[src/hdl/assert_macros.svh]
// Assertion helpers shared by the RTL. Empty when SYNTH is defined.
`ifndef ASSERT_MACROS_SVH
`define ASSERT_MACROS_SVH
`ifndef SYNTH
// Check a property at every clock edge outside reset.
`define CWC_ASSERT(lbl, clk, rstn, prop, msg) \
    lbl: assert property (@(posedge clk) disable iff (!(rstn)) (prop)) else $error(msg);
// Check that a condition implies another one in the next cycle.
`define CWC_ASSERT_NEXT(lbl, clk, rstn, ante, cons, msg) \
    lbl: assert property (@(posedge clk) disable iff (!(rstn)) (ante) |=> (cons)) \
        else $error(msg);
`else
`define CWC_ASSERT(lbl, clk, rstn, prop, msg)
`define CWC_ASSERT_NEXT(lbl, clk, rstn, ante, cons, msg)
`endif
`endif

[src/hdl/cwc_pkg.sv]
package cwc_pkg;

    // Event codes
    localparam logic [2:0] OP_INIT   = 3'd0;
    localparam logic [2:0] OP_ACK    = 3'd1;
    localparam logic [2:0] OP_LOSS   = 3'd2;
    localparam logic [2:0] OP_TICK   = 3'd3;
    localparam logic [2:0] OP_RTT    = 3'd4;
    localparam logic [2:0] OP_RESEND = 3'd5;
    localparam logic [2:0] OP_RECV   = 3'd6;

    localparam int CWC_TIME_BITS  = 48;
    localparam int CWC_DELAY_BITS = 18;

    localparam logic [10:0] WIN_DEFAULT  = 11'd32;
    localparam logic [10:0] WIN_MAX_LOW  = 11'd512;
    localparam logic [10:0] WIN_MAX_MID  = 11'd1024;
    localparam logic [10:0] WIN_MAX_HIGH = 11'd1280;
    localparam logic [10:0] WIN_MAX_TOP  = 11'd1536;
    localparam logic [10:0] WIN_STEP_MIN = 11'd8;
    localparam logic [7:0]  FLOOR_DEFAULT = 8'd32;
    localparam logic [7:0]  FLOOR_TIERED  = 8'd128;
    localparam logic [15:0] RTT_DEFAULT  = 16'd50;
    localparam logic [15:0] DEV_DEFAULT  = 16'd25;
    localparam logic [15:0] RTT_FLOOR    = 16'd10;
    localparam logic [15:0] DEV_FLOOR    = 16'd5;
    localparam logic [CWC_DELAY_BITS-1:0] PERIOD_MIN = 18'd100;
    localparam logic [31:0] SLOW_START_PERIODS = 32'd10;

    typedef struct packed {
        logic [15:0] srtt;
        logic [15:0] dev;
    } t_cwc_rtt;

    typedef struct packed {
        logic [10:0] send_window;
        logic [15:0] rtt_estimate;
        logic [15:0] rtt_variation;
        logic        in_slow_start;
        logic        period_elapsed;
    } t_cwc_res;

    // Window maximum tier for an RTT value
    function automatic logic [10:0] cwc_pick_max(input logic [15:0] r);
        logic [10:0] m;
        if (r < 16'd10) begin
            m = WIN_MAX_LOW;
        end else if (r < 16'd50) begin
            m = WIN_MAX_MID;
        end else if (r < 16'd100) begin
            m = WIN_MAX_HIGH;
        end else if (r <= 16'd200) begin
            m = WIN_MAX_TOP;
        end else begin
            m = WIN_MAX_MID;
        end
        return m;
    endfunction

endpackage

[src/hdl/cwc_rtt.sv]
module cwc_rtt (
    input  logic [15:0]        i_srtt,
    input  logic [15:0]        i_dev,
    input  logic               i_first,
    input  logic [15:0]        i_sample,
    output cwc_pkg::t_cwc_rtt  o_rtt
);
    import cwc_pkg::*;

    logic [15:0] diff;
    logic [17:0] dev_sum;
    logic [18:0] srtt_sum;
    logic [15:0] srtt_raw;
    logic [15:0] dev_raw;

    // Smooth deviation by 3/4 and RTT by 7/8
    always_comb begin
        diff     = (i_srtt > i_sample) ? (i_srtt - i_sample) : (i_sample - i_srtt);
        dev_sum  = ({2'b00, i_dev} << 1) + {2'b00, i_dev} + {2'b00, diff};
        srtt_sum = ({3'b000, i_srtt} << 3) - {3'b000, i_srtt} + {3'b000, i_sample};
        if (i_first) begin
            srtt_raw = i_sample;
            dev_raw  = i_sample >> 1;
        end else begin
            srtt_raw = srtt_sum[18:3];
            dev_raw  = dev_sum[17:2];
        end
        // Clamp to the floors
        o_rtt.srtt = (srtt_raw < RTT_FLOOR) ? RTT_FLOOR : srtt_raw;
        o_rtt.dev  = (dev_raw < DEV_FLOOR) ? DEV_FLOOR : dev_raw;
    end

endmodule

[src/hdl/cwc_core.sv]
module cwc_core #(
    parameter int TIME_BITS = cwc_pkg::CWC_TIME_BITS
) (
    input  logic                  i_clk,
    input  logic                  i_rst_n,
    input  logic                  i_fire,
    input  logic [2:0]            i_operation,
    input  logic [63:0]           i_ack_seq,
    input  logic [TIME_BITS-1:0]  i_now_ms,
    input  logic [15:0]           i_rtt_sample_ms,
    input  logic [15:0]           i_recv_amount,
    output cwc_pkg::t_cwc_res     o_result
);
    import cwc_pkg::*;

    logic [10:0]          r_window,  n_window;
    logic [10:0]          r_win_max, n_win_max;
    logic [10:0]          r_win_min, n_win_min;
    logic [7:0]           r_floor,   n_floor;
    logic [15:0]          r_srtt,    n_srtt;
    logic [15:0]          r_dev,     n_dev;
    logic [63:0]          r_last_acked, n_last_acked;
    logic [31:0]          r_recv_total, n_recv_total;
    logic [31:0]          r_resend_total, n_resend_total;
    logic [31:0]          r_period_count, n_period_count;
    logic [TIME_BITS-1:0] r_last_time, n_last_time;
    logic                 r_slow_start, n_slow_start;
    logic                 r_first_rtt,  n_first_rtt;

    t_cwc_rtt             rtt_upd;
    logic                 ran;
    logic [63:0]          span;
    logic [10:0]          room;
    logic [CWC_DELAY_BITS-1:0] delay4;
    logic [CWC_DELAY_BITS-1:0] delay;
    logic [TIME_BITS-1:0] elapsed;
    logic [31:0]          pc_inc;
    logic [10:0]          max_p;
    logic [10:0]          step;
    logic [11:0]          grown;
    logic [10:0]          cut;

    cwc_rtt u_rtt (
        .i_srtt   (r_srtt),
        .i_dev    (r_dev),
        .i_first  (r_first_rtt),
        .i_sample (i_rtt_sample_ms),
        .o_rtt    (rtt_upd)
    );

    // Shared helper terms for ack and period handling
    always_comb begin
        span    = i_ack_seq - r_last_acked;
        room    = r_win_max - ((r_window < r_win_max) ? r_window : r_win_max);
        delay4  = {r_srtt, 2'b00};
        delay   = (delay4 < PERIOD_MIN) ? PERIOD_MIN : delay4;
        elapsed = i_now_ms - r_last_time;
        pc_inc  = r_period_count + 32'd1;
        max_p   = (pc_inc[1:0] == 2'b00) ? cwc_pick_max(r_srtt) : r_win_max;
        step    = ((r_window >> 3) < WIN_STEP_MIN) ? WIN_STEP_MIN : (r_window >> 3);
        grown   = {1'b0, r_window} + {1'b0, step};
        cut     = r_window - (r_window >> 2);
    end

    // Apply one event to the state
    always_comb begin
        n_window       = r_window;
        n_win_max      = r_win_max;
        n_win_min      = r_win_min;
        n_floor        = r_floor;
        n_srtt         = r_srtt;
        n_dev          = r_dev;
        n_last_acked   = r_last_acked;
        n_recv_total   = r_recv_total;
        n_resend_total = r_resend_total;
        n_period_count = r_period_count;
        n_last_time    = r_last_time;
        n_slow_start   = r_slow_start;
        n_first_rtt    = r_first_rtt;
        ran            = 1'b0;
        unique case (i_operation)
            OP_INIT: begin
                n_window       = WIN_DEFAULT;
                n_win_max      = WIN_DEFAULT;
                n_win_min      = WIN_DEFAULT;
                n_floor        = FLOOR_DEFAULT;
                n_srtt         = RTT_DEFAULT;
                n_dev          = DEV_DEFAULT;
                n_last_acked   = i_ack_seq;
                n_recv_total   = '0;
                n_resend_total = '0;
                n_period_count = '0;
                n_last_time    = i_now_ms;
                n_slow_start   = 1'b1;
                n_first_rtt    = 1'b1;
            end
            OP_ACK: begin
                if (i_ack_seq > r_last_acked) begin
                    if (r_slow_start) begin
                        if (r_window >= r_win_max || span >= {53'd0, room}) begin
                            n_slow_start = 1'b0;
                            n_window     = r_win_max;
                        end else begin
                            n_window = r_window + span[10:0];
                        end
                    end
                    n_last_acked = i_ack_seq;
                end
            end
            OP_LOSS: begin
                n_slow_start = 1'b0;
            end
            OP_TICK: begin
                if (i_now_ms >= r_last_time &&
                    elapsed >= {{(TIME_BITS-CWC_DELAY_BITS){1'b0}}, delay}) begin
                    ran            = 1'b1;
                    n_last_time    = i_now_ms;
                    n_period_count = pc_inc;
                    n_win_max      = max_p;
                    if (pc_inc[1:0] == 2'b00) begin
                        n_floor = FLOOR_TIERED;
                    end
                    if (r_slow_start) begin
                        if (pc_inc > SLOW_START_PERIODS) begin
                            n_slow_start = 1'b0;
                        end
                    end else begin
                        // Grow on few resends, cut on many
                        if ((r_recv_total >> 4) > r_resend_total) begin
                            n_window = (grown > {1'b0, max_p}) ? max_p : grown[10:0];
                        end else if ((r_recv_total >> 2) < r_resend_total) begin
                            n_window = (cut < r_win_min) ? r_win_min : cut;
                            if (n_window < {3'b000, n_floor}) begin
                                n_win_min = {3'b000, n_floor};
                            end
                        end
                        n_recv_total   = '0;
                        n_resend_total = '0;
                    end
                end
            end
            OP_RTT: begin
                if (r_win_max == WIN_DEFAULT) begin
                    n_win_max = cwc_pick_max(i_rtt_sample_ms);
                    n_floor   = FLOOR_TIERED;
                end
                n_first_rtt = 1'b0;
                n_srtt      = rtt_upd.srtt;
                n_dev       = rtt_upd.dev;
            end
            OP_RESEND: begin
                n_resend_total = r_resend_total + 32'd1;
            end
            OP_RECV: begin
                n_recv_total = r_recv_total + {16'd0, i_recv_amount};
            end
            default: begin
            end
        endcase
    end

    // Hold state between events
    always_ff @(posedge i_clk) begin
        if (!i_rst_n) begin
            r_window       <= WIN_DEFAULT;
            r_win_max      <= WIN_DEFAULT;
            r_win_min      <= WIN_DEFAULT;
            r_floor        <= FLOOR_DEFAULT;
            r_srtt         <= RTT_DEFAULT;
            r_dev          <= DEV_DEFAULT;
            r_last_acked   <= '0;
            r_recv_total   <= '0;
            r_resend_total <= '0;
            r_period_count <= '0;
            r_last_time    <= '0;
            r_slow_start   <= 1'b1;
            r_first_rtt    <= 1'b1;
        end else if (i_fire) begin
            r_window       <= n_window;
            r_win_max      <= n_win_max;
            r_win_min      <= n_win_min;
            r_floor        <= n_floor;
            r_srtt         <= n_srtt;
            r_dev          <= n_dev;
            r_last_acked   <= n_last_acked;
            r_recv_total   <= n_recv_total;
            r_resend_total <= n_resend_total;
            r_period_count <= n_period_count;
            r_last_time    <= n_last_time;
            r_slow_start   <= n_slow_start;
            r_first_rtt    <= n_first_rtt;
        end
    end

    // Report the state after the event
    always_comb begin
        o_result.send_window    = n_window;
        o_result.rtt_estimate   = n_srtt;
        o_result.rtt_variation  = n_dev;
        o_result.in_slow_start  = n_slow_start;
        o_result.period_elapsed = ran;
    end

endmodule

[src/hdl/congestion_window_controller.sv]
// Congestion-window controller: one request per event (init, ack, loss, timer
// tick, RTT sample, resend, received add) and one result per request carrying
// the window, smoothed RTT, RTT variation, slow-start flag and whether a tick
// ran an adjustment period. A request is registered on entry, applied to the
// state as its result lands in the output register, and a new request is
// taken every cycle while the output drains. While a result waits in the
// output register, the input register still takes one more request; the input
// side stalls only once both registers are full.
`include "assert_macros.svh"
module congestion_window_controller #(
    parameter int TIME_BITS = cwc_pkg::CWC_TIME_BITS
) (
    input  logic                  i_clk,
    input  logic                  i_rst_n,
    input  logic                  i_valid,
    output logic                  o_ready,
    input  logic [2:0]            i_operation,
    input  logic [63:0]           i_ack_seq,
    input  logic [TIME_BITS-1:0]  i_now_ms,
    input  logic [15:0]           i_rtt_sample_ms,
    input  logic [15:0]           i_recv_amount,
    output logic                  o_valid,
    input  logic                  i_ready,
    output logic [10:0]           o_send_window,
    output logic [15:0]           o_rtt_estimate,
    output logic [15:0]           o_rtt_variation,
    output logic                  o_in_slow_start,
    output logic                  o_period_elapsed
);
    import cwc_pkg::*;

    logic                 r_in_vld;
    logic [2:0]           r_operation;
    logic [63:0]          r_ack_seq;
    logic [TIME_BITS-1:0] r_now_ms;
    logic [15:0]          r_rtt_sample_ms;
    logic [15:0]          r_recv_amount;
    logic                 r_out_vld;
    t_cwc_res             r_result;
    t_cwc_res             result;
    logic                 advance;
    logic                 fire;

    // Move the output stage when it is empty or being drained
    assign advance = !r_out_vld || i_ready;
    assign fire    = r_in_vld && advance;
    assign o_ready = !r_in_vld || advance;

    // Capture a request
    always_ff @(posedge i_clk) begin
        if (!i_rst_n) begin
            r_in_vld <= 1'b0;
        end else if (o_ready) begin
            r_in_vld <= i_valid;
        end
    end

    always_ff @(posedge i_clk) begin
        if (i_valid && o_ready) begin
            r_operation     <= i_operation;
            r_ack_seq       <= i_ack_seq;
            r_now_ms        <= i_now_ms;
            r_rtt_sample_ms <= i_rtt_sample_ms;
            r_recv_amount   <= i_recv_amount;
        end
    end

    cwc_core #(
        .TIME_BITS (TIME_BITS)
    ) u_core (
        .i_clk           (i_clk),
        .i_rst_n         (i_rst_n),
        .i_fire          (fire),
        .i_operation     (r_operation),
        .i_ack_seq       (r_ack_seq),
        .i_now_ms        (r_now_ms),
        .i_rtt_sample_ms (r_rtt_sample_ms),
        .i_recv_amount   (r_recv_amount),
        .o_result        (result)
    );

    // Hold the result until it is taken
    always_ff @(posedge i_clk) begin
        if (!i_rst_n) begin
            r_out_vld <= 1'b0;
        end else if (advance) begin
            r_out_vld <= r_in_vld;
        end
    end

    always_ff @(posedge i_clk) begin
        if (fire) begin
            r_result <= result;
        end
    end

    assign o_valid          = r_out_vld;
    assign o_send_window    = r_result.send_window;
    assign o_rtt_estimate   = r_result.rtt_estimate;
    assign o_rtt_variation  = r_result.rtt_variation;
    assign o_in_slow_start  = r_result.in_slow_start;
    assign o_period_elapsed = r_result.period_elapsed;

    `CWC_ASSERT(a_win_cap, i_clk, i_rst_n, !o_valid || (o_send_window <= WIN_MAX_TOP), "window above cap")
    `CWC_ASSERT(a_rtt_floor, i_clk, i_rst_n, !o_valid || (o_rtt_estimate >= RTT_FLOOR), "rtt below floor")
    `CWC_ASSERT(a_dev_floor, i_clk, i_rst_n, !o_valid || (o_rtt_variation >= DEV_FLOOR), "variation below floor")
    `CWC_ASSERT_NEXT(a_in_hold, i_clk, i_rst_n, r_in_vld && !advance, r_in_vld && r_out_vld, "stalled request lost")
    `CWC_ASSERT_NEXT(a_fire_out, i_clk, i_rst_n, fire, r_out_vld, "result not registered")

endmodule

[config.mk]
export PLATFORM = sky130hd
export DESIGN_NAME = congestion_window_controller
export DESIGN_NICKNAME = d
export VERILOG_FILES = /design/src/hdl/cwc_pkg.sv /design/src/hdl/cwc_rtt.sv /design/src/hdl/cwc_core.sv /design/src/hdl/congestion_window_controller.sv
export VERILOG_INCLUDE_DIRS = /design/src /design/src/hdl
export SDC_FILE = /design/constraint.sdc
export NUM_CORES = 2
export LEC_CHECK = 0
export ABC_AREA = 1
export BUFFER_PORTS_ARGS = -buffer_cell sky130_fd_sc_hd__clkbuf_2
export CAP_MARGIN = 30
export CORE_MARGIN = 2
export CORE_UTILIZATION = 40
export CTS_CLUSTER_SIZE = 10
export DETAILED_ROUTE_END_ITERATION = 10
export GPL_ROUTABILITY_DRIVEN = 0
export HOLD_SLACK_MARGIN = 0.1
export PLACE_DENSITY = 0.59
export REMOVE_ABC_BUFFERS = 1
export SYNTH_ARGS = -nofsm -noshare
export SYNTH_HDL_FRONTEND = slang
export SYNTH_SLANG_ARGS = --single-unit
[constraint.sdc]
create_clock -name i_clk -period 4.6 [get_ports i_clk]
set_input_delay 0.46 -clock i_clk [delete_from_list [all_inputs] [get_ports i_clk]]
set_output_delay 0.46 -clock i_clk [all_outputs]
set_load 0.01 [all_outputs]
==> impl_metrics.yaml <==
pwr:
  p_sw_mw: 4.967
  combPwrFrac_pct: 35.9
  fin_total_pwr_mw: 14.13
  sequentialPowerShare_pct: 33.1
  p_int_mw: 9.165
  p_leak_nw: 22.90
  clkPwrFrac_pct: 31.0
  power_density_nw_per_um2: 285.3
  swShare_pct: 35.14
  peakVddDrop_mv: 0.2976
layout:
  seq_area_sq_um: 11430
  final_layout_size_suffix_gt1_share_pct: 15.94
  antenna_cells: 0
  final_area_sq_um: 49530
  fillers: 9465
  layoutNonFillerInstCount: 7876
  nNetsFinal: 7090
  fin_util_pct: 51.22
  syn2layout_area_growth_pct: 26.94
  multiInputGateArea_sq_um: 25220
run_status:
  violations: "negative setup slack"
  run_status: "finished with violations"
placed_design:
  hpwl_microns: 97150
  place_inst: 7523
  post-place-ws_ns: -0.8247
  place_area_sq_um: 43580
  portBuffers: 197
die:
  ioPinCount: 198
  die-area_sq_um: 100100
  rows: 114
  initial_core_util_pct: 40.35
  die_h_microns: 316.3
  die_x_microns: 316.3
  fp.coreArea_sq_um: 96710
critical_path:
  cp_slowest_stage_delay_ns: 0.43
  cp-start-kind: "flop"
  crit_type: "flop to flop"
  worstPathArrival_ns: 5.88
  worstPathRequired_ns: 5.18
  cp_slowest_cell: "fa_2"
  cp_num_buf_inv: 6
  crit_top_cell: "nand2_1"
  end_kind: "flop"
  crit_fanout: 6
  cp_top_family: "simple AND/OR/NAND/NOR gates"
synth:
  yosysSeqAreaShare_pct: 29.24
  synthArstFlopShare_pct: 0
  avgSynthCellArea_sq_um: 6.666
  yosys-top-cells-count: "nand2_1 (1543), inv_1 (916), a21oi_1 (541)"
  synth_most_common_cell: "nand2_1"
  synth_ff_type: "dfxtp_1"
  yosysWarnings: 0
  synth.largest_area_cell: "nand2_1"
  synth_area_sq_um: 39020
  ys_top_cells_by_area: "nand2_1 (15%), edfxtp_1 (15%), dfxtp_1 (14%)"
  synth_top_area_share_pct: 14.84
  synth_edf_count: 192
  synthCells: 5854
  synth.distinct_cells: 62
  ys_ff_latch: 474
sta:
  setup_viol: 47
  tightest_slew_ns: 0.9159
  finalClockSkew_ns: 0.02905
  fmax_mhz: 188.6
  fin_crit_sh_pct: 115.3
  maxSlewHeadroom_pct: 38.94
  finalHoldViolations: 0
  maxSlewViolCount: 0
  rsz0062_at_grt: "true"
  final.setup.tns_ns: -22.63
  setup_ws_ns: -0.7015
  period_minus_slack_ns: 5.302
  hold_ws_ns: 0.2150
clocking:
  path_clk_slew_ns: 0.06
  clkLatencyLatePin_ns: 0.69
  numCtsBuffers: 59
  clockRootBuffer: "clkbuf_16"
  cts_tree: "built"
  htreeDepth: 2
  cts_sinks: 474
  clockBufferDepth: 3
flow_run:
  drv_cap: 0
global_routing:
  grt_usage_pct: 25.03
  overflow: 0
  grt_pass1_vias: 38052
  grt_max_degree: 129
  antenna_found_initial: 1
  grt_pass1_wl_microns: 202100
routing:
  final_antenna_net_count: 0
  detail_route.iter0.violations: 3027
  routedWlPerCell_microns: 16.41
  drtPass1Iterations: 6
  via_count: 40716
  drc: 0
  drt-total-wl_microns: 129300
  routed_via_density: 5.170
worst_hold_path:
  holdCritPathClass: "input port to flop"
==> what timing repair did <==
action / CTS / global route
pin swaps: 111 / 162
buffers inserted: 62 / 40
hold buffers: 149 / 0
resized for setup: 245 / 265
endpoints found under the hold margin: 149 / 0
endpoints found under the setup margin: 200 / 227
gates cloned: 3 / 3
==> kinds of logic after synthesis <==
group / after synthesis / synth area share, %
XOR/XNOR: 175 / 3.928
AO/OA/AOI/OAI: 1098 / 15.03
adder cells (fa/ha/maj): 390 / 13.24
flip-flops: 474 / 29.24
buffers and inverters: 1064 / 10.45
multiplexers: 1 / 0.02565
AND/OR/NAND/NOR: 2652 / 28.09
==> final timing paths <==
path / from / end / slack [ns] / cells after the start
worst max-delay path: u_core.r_win_max[2] / u_core.r_window[8] / -0.70 / 40
worst min-delay path: i_rst_n / u_core.r_last_time[27] / 0.21 / 3
worst max register to register: u_core.r_win_max[2] / u_core.r_window[8] / -0.70 / 40
worst min register to register: u_core.r_last_acked[0] / u_core.r_last_acked[0] / 0.45 / 2
==> metal layers <==
layer,vias to the layer above,GRT usage (%),wire length (microns)
li1,20511,-,-
met1,18730,35.12,60240
met2,1210,40.10,56960
met3,265,2.832,7755
met4,0,8.094,4304
met5,-,0,0
==> tightest hold or removal path: stages <==
cell	delay (ns)
buf_4	0.22
o21ai_0	0.12
a21oi_1	0.04
==> registers in the layout (all words and copies together), names as in the netlist, 32 cells and up <==
signal / count
r_ack_seq: 64
u_core.r_last_acked: 64
r_now_ms: 48
u_core.r_last_time: 48
u_core.r_period_count: 32
u_core.r_recv_total: 32
u_core.r_resend_total: 32
==> power groups by stage <==
stage,Sequential [mW],Clock [mW],Combinational (mW)
detailed placement,4.76,0,4.10
global route,4.69,4.69,5.62
global placement,4.76,0,4.06
CTS,4.67,4.51,4.61
floorplan,4.75,0,2.62
finish,4.68,4.38,5.07
==> final cells by class <==
| cell class | count | share of cell area, % |
|---|---|---|
| Clock buffer | 93 | 3.362 |
| Clock inverter | 19 | 0.2172 |
| Inverter | 929 | 7.111 |
| Multi-Input combinational cell | 4317 | 50.92 |
| Sequential cell | 474 | 23.08 |
| Tap cell | 1276 | 3.223 |
| Timing Repair Buffer | 768 | 12.09 |
==> cells in the final DEF (no fill, tap or decap), drive strengths merged, types with 14 or more instances in the layout <==
cell type,synthesis,layout
dlygate4sd3,0,149
o22ai,27,27
nand4,78,78
ha,352,352
nand3b,28,28
nand3,328,328
nor2,536,536
a21oi,545,545
o21ai,407,407
xor2,121,121
inv,921,919
o211ai,15,15
nand2,1552,1553
fa,38,38
xnor2,54,54
clkbuf,91,291
nor4,25,25
clkinv,8,25
nor3,85,85
buf,44,421
a21o,15,15
edfxtp,192,192
dfxtp,282,282
o21bai,24,24
a31oi,14,14
No activity file was read; power rests on OpenSTA's default activity.
